**config.mk**
```make
export PLATFORM = sky130hd
export DESIGN_NAME = ciff_header_stream_parser_unit
export DESIGN_NICKNAME = d
export VERILOG_FILES = /design/src/design/chsp_pkg.sv /design/src/design/chsp_front.sv /design/src/design/chsp_queue.sv /design/src/design/chsp_back.sv /design/src/design/ciff_header_stream_parser_unit.sv
export SDC_FILE = /design/constraint.sdc
export NUM_CORES = 2
export LEC_CHECK = 0
export ABC_AREA = 1
export ABC_CLOCK_PERIOD_IN_PS = 57800
export BUFFER_PORTS_ARGS = -buffer_cell sky130_fd_sc_hd__buf_2
export CAP_MARGIN = 20
export CORE_MARGIN = 2
export CORE_UTILIZATION = 60
export DETAILED_ROUTE_END_ITERATION = 8
export PLACE_DENSITY = 0.82
export SLEW_MARGIN = 30
export SYNTH_ARGS = -nofsm -noshare
export SYNTH_HDL_FRONTEND = slang
export SYNTH_SLANG_ARGS = --single-unit
```
**constraint.sdc**
```tcl
create_clock -name i_clk -period 57.8 [get_ports i_clk]
set_input_delay 11.56 -clock i_clk [delete_from_list [all_inputs] [get_ports i_clk]]
set_output_delay 11.56 -clock i_clk [all_outputs]
set_load 0.005 [all_outputs]
```
**src/design/chsp_pkg.sv**
```systemverilog
// Shared types and constants for the CIFF header stream parser.
// Used by the front classifier, the command queue, the back end and the top level.
`default_nettype none

package chsp_pkg;

    // Byte offsets that end each fixed header field.
    localparam int unsigned MAGIC_END    = 4;
    localparam int unsigned HDRSIZE_END  = 12;
    localparam int unsigned CONTSIZE_END = 20;
    localparam int unsigned WIDTH_END    = 28;
    localparam int unsigned HDR_MIN      = 36;

    localparam logic [7:0] CHAR_NEWLINE = 8'h0A;
    localparam logic [7:0] CHAR_NUL     = 8'h00;

    // Command queue between the front and the back end.
    localparam int unsigned QUEUE_DEPTH = 2;
    localparam int unsigned QPTR_W      = $clog2(QUEUE_DEPTH);
    localparam int unsigned QCNT_W      = $clog2(QUEUE_DEPTH + 1);

    // Verdict codes reported on the final byte.
    localparam logic [2:0] ST_OK       = 3'd0;
    localparam logic [2:0] ST_SHORT    = 3'd1;
    localparam logic [2:0] ST_MAGIC    = 3'd2;
    localparam logic [2:0] ST_HDRSIZE  = 3'd3;
    localparam logic [2:0] ST_TOTAL    = 3'd4;
    localparam logic [2:0] ST_CONTENT  = 3'd5;
    localparam logic [2:0] ST_CAPTION  = 3'd6;
    localparam logic [2:0] ST_TAGS     = 3'd7;

    typedef enum logic [3:0] {
        SEC_MAGIC    = 4'd0,
        SEC_HDRSIZE  = 4'd1,
        SEC_CONTSIZE = 4'd2,
        SEC_WIDTH    = 4'd3,
        SEC_HEIGHT   = 4'd4,
        SEC_CAPTION  = 4'd5,
        SEC_CAP_NL   = 4'd6,
        SEC_TAG      = 4'd7,
        SEC_TAG_NUL  = 4'd8,
        SEC_PIXEL    = 4'd9
    } t_section;

    typedef struct packed {
        logic [7:0] data_byte;
        logic       end_of_file;
    } t_in_item;

    typedef struct packed {
        logic [3:0]  section;
        logic [7:0]  byte_out;
        logic        file_done;
        logic [2:0]  status;
        logic [63:0] image_width;
        logic [63:0] image_height;
    } t_out_item;

    // One classified byte as handed from the front to the back end.
    typedef struct packed {
        t_section   section;
        logic [7:0] data;
        logic       eof;
        logic [2:0] lane;
        logic [2:0] pre_status;
        logic [2:0] late_status;
    } t_cmd;

    typedef struct packed {
        logic valid;
        t_cmd cmd;
    } t_push;

    // Expected magic "CIFF", one character per position.
    function automatic logic [7:0] magic_byte(input logic [1:0] idx);
        logic [7:0] r;
        unique case (idx)
            2'd0: r = 8'h43;
            2'd1: r = 8'h49;
            2'd2: r = 8'h46;
            2'd3: r = 8'h46;
            default: r = 8'h00;
        endcase
        return r;
    endfunction

endpackage

`default_nettype wire

```
**src/design/chsp_front.sv**
```systemverilog
// Front part: accepts file bytes, tracks the byte index and header fields,
// labels each byte and forms the verdict ranks that do not need the product. Uses chsp_pkg.
`default_nettype none

module chsp_front (
    input  wire logic               i_clk,
    input  wire logic               i_rst_n,
    input  wire logic               i_valid,
    input  wire chsp_pkg::t_in_item i_item,
    input  wire logic               i_full,
    output chsp_pkg::t_push         o_push
);

    logic [63:0] r_count, n_count;
    logic [63:0] r_len, n_len;
    logic [63:0] r_header_len, n_header_len;
    logic [63:0] r_content_len, n_content_len;
    logic [63:0] r_sum;
    logic        r_caption_closed, n_caption_closed;
    logic        r_magic_err, n_magic_err;
    logic        r_tag_err, n_tag_err;

    logic             accept;
    logic             c_hi_zero;
    logic [5:0]       c_lo;
    logic [2:0]       lane;
    logic [7:0]       b;
    logic             is_short;
    logic             hdr_bad;
    chsp_pkg::t_cmd   cmd;

    assign accept = i_valid && !i_full;
    assign b      = i_item.data_byte;

    // Classify the byte, assemble header fields and form the verdict ranks.
    always_comb begin
        n_count          = r_count;
        n_len            = r_len;
        n_header_len     = r_header_len;
        n_content_len    = r_content_len;
        n_caption_closed = r_caption_closed;
        n_magic_err      = r_magic_err;
        n_tag_err        = r_tag_err;

        c_hi_zero = (r_count[63:6] == 58'd0);
        c_lo      = r_count[5:0];
        // Every size field starts at an offset of 4 modulo 8.
        lane      = r_count[2:0] ^ 3'b100;

        cmd             = '0;
        cmd.data        = b;
        cmd.eof         = i_item.end_of_file;
        cmd.lane        = lane;
        cmd.section     = chsp_pkg::SEC_PIXEL;
        cmd.pre_status  = chsp_pkg::ST_OK;
        cmd.late_status = chsp_pkg::ST_OK;

        if (c_hi_zero && c_lo < 6'(chsp_pkg::MAGIC_END)) begin
            cmd.section = chsp_pkg::SEC_MAGIC;
            if (b != chsp_pkg::magic_byte(r_count[1:0])) begin
                n_magic_err = 1'b1;
            end
        end else if (c_hi_zero && c_lo < 6'(chsp_pkg::HDRSIZE_END)) begin
            cmd.section = chsp_pkg::SEC_HDRSIZE;
            n_header_len[{lane, 3'b000} +: 8] = b;
        end else if (c_hi_zero && c_lo < 6'(chsp_pkg::CONTSIZE_END)) begin
            cmd.section = chsp_pkg::SEC_CONTSIZE;
            n_content_len[{lane, 3'b000} +: 8] = b;
        end else if (c_hi_zero && c_lo < 6'(chsp_pkg::WIDTH_END)) begin
            cmd.section = chsp_pkg::SEC_WIDTH;
        end else if (c_hi_zero && c_lo < 6'(chsp_pkg::HDR_MIN)) begin
            cmd.section = chsp_pkg::SEC_HEIGHT;
        end else if (r_count < r_header_len) begin
            if (!r_caption_closed) begin
                if (b == chsp_pkg::CHAR_NEWLINE) begin
                    cmd.section      = chsp_pkg::SEC_CAP_NL;
                    n_caption_closed = 1'b1;
                end else begin
                    cmd.section = chsp_pkg::SEC_CAPTION;
                end
            end else begin
                cmd.section = (b == chsp_pkg::CHAR_NUL) ? chsp_pkg::SEC_TAG_NUL
                                                        : chsp_pkg::SEC_TAG;
                // The last header byte is the one whose count equals the header size.
                if (r_len == r_header_len && b != chsp_pkg::CHAR_NUL) begin
                    n_tag_err = 1'b1;
                end
            end
        end

        // Byte index saturates at the top of its range.
        if (r_count != '1) begin
            n_count = r_count + 64'd1;
            n_len   = (r_len == '1) ? r_len : r_len + 64'd1;
        end

        // Verdict ranks known here; the content check is done in the back end.
        is_short = (r_len[63:6] == 58'd0) && (r_len[5:0] < 6'(chsp_pkg::HDR_MIN));
        hdr_bad  = (r_header_len < 64'(chsp_pkg::HDR_MIN)) || (r_header_len > r_len);
        if (i_item.end_of_file) begin
            if (is_short) begin
                cmd.pre_status = chsp_pkg::ST_SHORT;
            end else if (n_magic_err) begin
                cmd.pre_status = chsp_pkg::ST_MAGIC;
            end else if (hdr_bad) begin
                cmd.pre_status = chsp_pkg::ST_HDRSIZE;
            end else if (r_sum != r_len) begin
                cmd.pre_status = chsp_pkg::ST_TOTAL;
            end
            if (r_header_len > 64'(chsp_pkg::HDR_MIN) && !n_caption_closed) begin
                cmd.late_status = chsp_pkg::ST_CAPTION;
            end else if (n_tag_err) begin
                cmd.late_status = chsp_pkg::ST_TAGS;
            end
        end
    end

    assign o_push.valid = accept;
    assign o_push.cmd   = cmd;

    // File state; everything returns to its reset value after the final byte.
    always_ff @(posedge i_clk) begin
        if (!i_rst_n) begin
            r_count          <= '0;
            r_len            <= 64'd1;
            r_header_len     <= '0;
            r_content_len    <= '0;
            r_caption_closed <= 1'b0;
            r_magic_err      <= 1'b0;
            r_tag_err        <= 1'b0;
        end else if (accept) begin
            if (i_item.end_of_file) begin
                r_count          <= '0;
                r_len            <= 64'd1;
                r_header_len     <= '0;
                r_content_len    <= '0;
                r_caption_closed <= 1'b0;
                r_magic_err      <= 1'b0;
                r_tag_err        <= 1'b0;
            end else begin
                r_count          <= n_count;
                r_len            <= n_len;
                r_header_len     <= n_header_len;
                r_content_len    <= n_content_len;
                r_caption_closed <= n_caption_closed;
                r_magic_err      <= n_magic_err;
                r_tag_err        <= n_tag_err;
            end
        end
    end

    // Size sum for the total check. Both sizes are final long before the
    // first byte at which a file can pass the length test.
    always_ff @(posedge i_clk) begin
        if (!i_rst_n) begin
            r_sum <= '0;
        end else begin
            r_sum <= r_header_len + r_content_len;
        end
    end

endmodule

`default_nettype wire

```
**src/design/chsp_queue.sv**
```systemverilog
// Short command queue that decouples the front from the back end.
// Uses chsp_pkg for the command type and depth.
`default_nettype none

module chsp_queue (
    input  wire logic            i_clk,
    input  wire logic            i_rst_n,
    input  wire chsp_pkg::t_push i_push,
    input  wire logic            i_pop,
    output logic                 o_valid,
    output logic                 o_full,
    output chsp_pkg::t_cmd       o_cmd
);

    chsp_pkg::t_cmd                  r_mem [chsp_pkg::QUEUE_DEPTH];
    logic [chsp_pkg::QPTR_W-1:0]     r_wr_ptr;
    logic [chsp_pkg::QPTR_W-1:0]     r_rd_ptr;
    logic [chsp_pkg::QCNT_W-1:0]     r_cnt;
    logic                            do_pop;

    assign o_valid = (r_cnt != '0);
    assign o_full  = (r_cnt == chsp_pkg::QCNT_W'(chsp_pkg::QUEUE_DEPTH));
    assign o_cmd   = r_mem[r_rd_ptr];
    assign do_pop  = i_pop && o_valid;

    // Entry storage.
    always_ff @(posedge i_clk) begin
        if (i_push.valid) begin
            r_mem[r_wr_ptr] <= i_push.cmd;
        end
    end

    // Pointers and fill count.
    always_ff @(posedge i_clk) begin
        if (!i_rst_n) begin
            r_wr_ptr <= '0;
            r_rd_ptr <= '0;
            r_cnt    <= '0;
        end else begin
            if (i_push.valid) begin
                r_wr_ptr <= r_wr_ptr + chsp_pkg::QPTR_W'(1);
            end
            if (do_pop) begin
                r_rd_ptr <= r_rd_ptr + chsp_pkg::QPTR_W'(1);
            end
            if (i_push.valid && !do_pop) begin
                r_cnt <= r_cnt + chsp_pkg::QCNT_W'(1);
            end else if (!i_push.valid && do_pop) begin
                r_cnt <= r_cnt - chsp_pkg::QCNT_W'(1);
            end
        end
    end

endmodule

`default_nettype wire

```
**src/design/chsp_back.sv**
```systemverilog
// Back end: assembles width, height and content size, forms 3*width*height
// byte by byte, settles the final verdict and holds the output register. Uses chsp_pkg.
`default_nettype none

module chsp_back (
    input  wire logic             i_clk,
    input  wire logic             i_rst_n,
    input  wire logic             i_q_valid,
    input  wire chsp_pkg::t_cmd   i_cmd,
    output logic                  o_pop,
    output logic                  o_out_valid,
    input  wire logic             i_out_stall,
    output chsp_pkg::t_out_item   o_out_item
);

    typedef struct packed {
        chsp_pkg::t_section section;
        logic [7:0]         data;
        logic               eof;
        logic [2:0]         lane;
        logic [2:0]         pre_status;
        logic [2:0]         late_status;
        logic [73:0]        partial;
        logic [63:0]        width;
        logic [63:0]        height;
        logic [63:0]        content;
    } t_mul_stage;

    typedef struct packed {
        chsp_pkg::t_section section;
        logic [7:0]         data;
        logic               eof;
        logic [2:0]         pre_status;
        logic [2:0]         late_status;
        logic [63:0]        width;
        logic [63:0]        height;
        logic [63:0]        content;
        logic [129:0]       acc;
    } t_acc_stage;

    // Per-file state.
    logic [63:0]  r_width, n_width;
    logic [63:0]  r_height, n_height;
    logic [63:0]  r_content, n_content;
    logic [65:0]  r_w3, n_w3;
    logic [129:0] r_acc, n_acc;

    logic         r_m_valid, r_a_valid, r_v_valid;
    t_mul_stage   r_m;
    t_acc_stage   r_a;
    chsp_pkg::t_out_item r_v;

    logic         en_m, en_a, en_v;
    logic [9:0]   trip;
    logic [73:0]  partial;
    logic         mismatch;
    chsp_pkg::t_out_item v_item;

    // Stages advance whenever the next one is free or moving.
    assign en_v  = !r_v_valid || !i_out_stall;
    assign en_a  = !r_a_valid || en_v;
    assign en_m  = !r_m_valid || en_a;
    assign o_pop = i_q_valid && en_m;

    // Field assembly; three times the width is built up alongside the width.
    always_comb begin
        n_width   = r_width;
        n_height  = r_height;
        n_content = r_content;
        n_w3      = r_w3;
        partial   = '0;
        trip      = {2'b00, i_cmd.data} + {1'b0, i_cmd.data, 1'b0};
        if (i_cmd.section == chsp_pkg::SEC_CONTSIZE) begin
            n_content[{i_cmd.lane, 3'b000} +: 8] = i_cmd.data;
        end
        if (i_cmd.section == chsp_pkg::SEC_WIDTH) begin
            n_width[{i_cmd.lane, 3'b000} +: 8] = i_cmd.data;
            n_w3 = r_w3 + (66'(trip) << {i_cmd.lane, 3'b000});
        end
        if (i_cmd.section == chsp_pkg::SEC_HEIGHT) begin
            n_height[{i_cmd.lane, 3'b000} +: 8] = i_cmd.data;
            partial = {8'd0, r_w3} * {66'd0, i_cmd.data};
        end
    end

    // Multiply stage control and file state.
    always_ff @(posedge i_clk) begin
        if (!i_rst_n) begin
            r_m_valid <= 1'b0;
            r_width   <= '0;
            r_height  <= '0;
            r_content <= '0;
            r_w3      <= '0;
        end else if (en_m) begin
            r_m_valid <= i_q_valid;
            if (i_q_valid) begin
                if (i_cmd.eof) begin
                    r_width   <= '0;
                    r_height  <= '0;
                    r_content <= '0;
                    r_w3      <= '0;
                end else begin
                    r_width   <= n_width;
                    r_height  <= n_height;
                    r_content <= n_content;
                    r_w3      <= n_w3;
                end
            end
        end
    end

    // Multiply stage payload.
    always_ff @(posedge i_clk) begin
        if (en_m && i_q_valid) begin
            r_m.section     <= i_cmd.section;
            r_m.data        <= i_cmd.data;
            r_m.eof         <= i_cmd.eof;
            r_m.lane        <= i_cmd.lane;
            r_m.pre_status  <= i_cmd.pre_status;
            r_m.late_status <= i_cmd.late_status;
            r_m.partial     <= partial;
            r_m.width       <= n_width;
            r_m.height      <= n_height;
            r_m.content     <= n_content;
        end
    end

    // Product accumulation, one height byte a step.
    assign n_acc = r_acc + (130'(r_m.partial) << {r_m.lane, 3'b000});

    always_ff @(posedge i_clk) begin
        if (!i_rst_n) begin
            r_a_valid <= 1'b0;
            r_acc     <= '0;
        end else if (en_a) begin
            r_a_valid <= r_m_valid;
            if (r_m_valid) begin
                r_acc <= r_m.eof ? '0 : n_acc;
            end
        end
    end

    always_ff @(posedge i_clk) begin
        if (en_a && r_m_valid) begin
            r_a.section     <= r_m.section;
            r_a.data        <= r_m.data;
            r_a.eof         <= r_m.eof;
            r_a.pre_status  <= r_m.pre_status;
            r_a.late_status <= r_m.late_status;
            r_a.width       <= r_m.width;
            r_a.height      <= r_m.height;
            r_a.content     <= r_m.content;
            r_a.acc         <= n_acc;
        end
    end

    // Final verdict: the front ranks first, then the content check, then caption and tags.
    always_comb begin
        mismatch            = (r_a.acc != {66'd0, r_a.content});
        v_item              = '0;
        v_item.section      = r_a.section;
        v_item.byte_out     = r_a.data;
        v_item.file_done    = r_a.eof;
        if (r_a.eof) begin
            v_item.image_width  = r_a.width;
            v_item.image_height = r_a.height;
            if (r_a.pre_status != chsp_pkg::ST_OK) begin
                v_item.status = r_a.pre_status;
            end else if (mismatch) begin
                v_item.status = chsp_pkg::ST_CONTENT;
            end else begin
                v_item.status = r_a.late_status;
            end
        end
    end

    // Output register.
    always_ff @(posedge i_clk) begin
        if (!i_rst_n) begin
            r_v_valid <= 1'b0;
        end else if (en_v) begin
            r_v_valid <= r_a_valid;
        end
    end

    always_ff @(posedge i_clk) begin
        if (en_v && r_a_valid) begin
            r_v <= v_item;
        end
    end

    assign o_out_valid = r_v_valid;
    assign o_out_item  = r_v;

endmodule

`default_nettype wire

```
**src/design/ciff_header_stream_parser_unit.sv**
```systemverilog
// CIFF header stream parser, top level: one result item per byte item.
// After its item is accepted, a result passes the queue write, the multiply
// stage, the accumulate stage and the output register. Throughput: one item
// per cycle unless the output stalls; the product of 3*width and height takes
// one 66x8 multiply and one accumulate per height byte. Synchronous
// active-low reset clears all file state at once; there is no clearing pass.
`default_nettype none

module ciff_header_stream_parser_unit (
    input  wire logic                i_clk,
    input  wire logic                i_rst_n,
    input  wire logic                i_in_valid,
    output logic                     o_in_stall,
    input  wire chsp_pkg::t_in_item  i_in_item,
    output logic                     o_out_valid,
    input  wire logic                i_out_stall,
    output chsp_pkg::t_out_item      o_out_item
);

    chsp_pkg::t_push q_push;
    chsp_pkg::t_cmd  q_cmd;
    logic            q_valid;
    logic            q_full;
    logic            q_pop;

    assign o_in_stall = q_full;

    // Byte classification and header tracking.
    chsp_front u_front (
        .i_clk   (i_clk),
        .i_rst_n (i_rst_n),
        .i_valid (i_in_valid),
        .i_item  (i_in_item),
        .i_full  (q_full),
        .o_push  (q_push)
    );

    // Command queue between the two sides.
    chsp_queue u_queue (
        .i_clk   (i_clk),
        .i_rst_n (i_rst_n),
        .i_push  (q_push),
        .i_pop   (q_pop),
        .o_valid (q_valid),
        .o_full  (q_full),
        .o_cmd   (q_cmd)
    );

    // Product, verdict and output register.
    chsp_back u_back (
        .i_clk       (i_clk),
        .i_rst_n     (i_rst_n),
        .i_q_valid   (q_valid),
        .i_cmd       (q_cmd),
        .o_pop       (q_pop),
        .o_out_valid (o_out_valid),
        .i_out_stall (i_out_stall),
        .o_out_item  (o_out_item)
    );

endmodule

`default_nettype wire
```
==> qor.yml <==
min_path_type: "flop to flop"
wl_mm: 394
clk_pin_slew_ns: 0.06
reg2reg_slack_ns: 50.61
postSynthAreaPerCell_um2: 7.30
synth_cells: 14411
die_w_um: 423
max-vdd-ir-drop_mv: 0.0456
timing.setup.tns_ns: 0
antenna_found_initial: 6
die_y_um: 423
grt_pass1_vias: 94262
grt_usage_pct: 43.1
cp_data_arrival_time_ns: 15.68
drtIter0Drc: 13519
synthesis.nets: 15310
drt_first_pass_iters: 9
final_cell_mix: "3735 x nand2_1, 2054 x inv_1, 1863 x nor2_1, 1263 x a21oi_1, 813 x edfxtp_1"
yosys_register_bits: 1532
period_needed_ns: 15.00
insertion_delay_ns: 0.88
multi_input_area_um2: 57100
setup_viol: 0
nFillCells: 15193
die_area_um2: 179000
layout_worst_path_cycle_share_pct: 25.9
rsz0062_at_grt: "false"
cts-resized-gates: 0
ctsHoldBuffers: 0
fin_skew_ns: 0.0857
worstMarginPinSlew_ns: 1.16
crit_slowest_cell: "buf_4"
startpoint_type: "input pin"
crit_chain: "buf_2 -> inv_8 -> buf_4 -> buf_4 -> buf_4 -> buf_4 -> a21oi_1"
ant_nets: 0
via_per_inst: 5.95
clock_path_buffers: 3
cts_tree: "yes"
required_ns: 58.48
p_leak_nw: 48.7
route.detailed.drc: 1
drive_above_1_share_pct: 4.31
seq_area_frac_synth_pct: 36.9
async_flop_share_pct: 0
final_common_cell: "nand2_1"
synth.distinct_cells: 64
start_util_pct: 60.5
powerDensity_nw_per_um2: 37.1
end_kind: "flop"
slew_viol_final: 0
ios: 159
yosysWarnings: 0
area_growth_pct: 7.98
port_buffers: 158
num_rows: 153
violations: "design-rule violations"
cap_violations: 0
place.gp.congestion: 1.10
grt-ovfl-total: 0
post_cts_buffers: 0
synth_edf_count: 813
cts.sinks: 1532
final_util_pct: 65.3
hold_viol: 0
status: "finished, violations left"
vias: 100375
routedWlPerCell_um: 23.4
core-area_um2: 174000
ys.flop_type: "edfxtp_1"
nNetsFinal: 15283
critPathKind: "input pin to flop"
syn_area_um2: 105000
cts_made_buffers: 163
slowest_delay_ns: 0.75
root_buffer: "clkbuf_16"
grt_max_degree: 172
regArea_um2: 38800
fmax_ghz: 0.0667
htreeDepth: 4
crit_top_cell: "buf_4"
hpwl_mm: 307
crit_path_max_fanout: 144
relSlewSlack_pct: 22.6
grt_first_pass_wirelength_mm: 580
[sequential cells by signal, indices dropped and copies added (netlist names), 66 cells and up, named ones only]
name	count
u_back.r_w3	66
u_back.o_out_item	144
u_back.r_acc	130
u_back.r_a	340
u_back.r_m	287
[worst max-delay path: cells and delay by family]
| kind | cells | cell delay, ns |
|---|---|---|
| AO/OA/AOI/OAI | 1 | 0.14 |
| buffers and inverters | 6 | 3.60 |
[logic make-up (layout without fill, tap and decap cells)]
kind of cell / count (synthesis) / after routing / synth area share [%]
AND/OR/NAND/NOR: 6864 / 6864 / 26.8
buffers and inverters: 2503 / 2613 / 9.05
AO/OA/AOI/OAI: 2400 / 2400 / 12.1
flip-flops: 1532 / 1532 / 36.9
adder cells (fa/ha/maj): 886 / 886 / 13.3
XOR/XNOR: 186 / 186 / 1.55
multiplexers: 40 / 40 / 0.380
other: 0 / 11 / 0
[report_power, final]
group	switching, W	internal [W]
Sequential	0.000100	0.00146
Clock	0.000485	0.000613
Combinational	0.00122	0.000339
[metrics by stage]
step,setup slack [ns],area [um^2],total power [W],std cells,hold WS [ns]
6_report,42.80,114000,0.00422,16857,0.410
2_1_floorplan,29.83,105000,0.00251,14411,0.400
4_1_cts,42.98,114000,0.00415,16845,0.413
3_5_place_dp,42.12,108000,0.00306,16543,0.405
5_1_grt,42.70,114000,0.00434,16846,0.418
3_3_place_gp,42.13,108000,0.00305,16543,0.401
[area by class of cell]
cell class	instances	share of cell area, %
Clock buffer	214	3.87
Multi-Input combinational cell	10376	50.3
Clock inverter	88	1.01
Tap cell	2325	2.56
Sequential cell	1532	34.2
Antenna cell	11	0.0242
Inverter	2078	6.89
Timing Repair Buffer	233	1.24
[cell usage after synthesis (139+ instances only)]
cell type | n | area [um^2]
fa_1 | 388 | 7770
nor2_1 | 1867 | 7010
nor3_1 | 168 | 841
nand2_1 | 3738 | 14000
a21oi_1 | 1265 | 6330
clkbuf_1 | 285 | 1070
edfxtp_1 | 813 | 24400
nand4_1 | 197 | 1230
o21ai_0 | 799 | 4000
dfxtp_1 | 719 | 14400
ha_1 | 498 | 6230
xor2_1 | 139 | 1220
nand3_1 | 568 | 2840
inv_1 | 2061 | 7740
[final timing paths]
path                                startpoint             endpoint  depth (start not counted)
worst min register to register  u_back.r_m[53]      u_back.r_a[183]                          0
worst min-delay path            u_back.r_m[53]      u_back.r_a[183]                          0
worst max-delay path                   i_rst_n  u_back.r_height[57]                          7
worst max register to register            flop      u_back.r_m[262]                         23
[metal layers]
metal  part of all wire (%)  wire (um)  vias up  track usage, %
met5                 0.0025         10        -               0
met4                    7.3      28900        2            26.2
met3                     11      42200     1137            9.19
met2                     43     171000     6019            65.9
met1                     39     152000    46736            56.0
li1                       -          -    46481               -
Note: power is estimated with default switching activity, not from simulation.
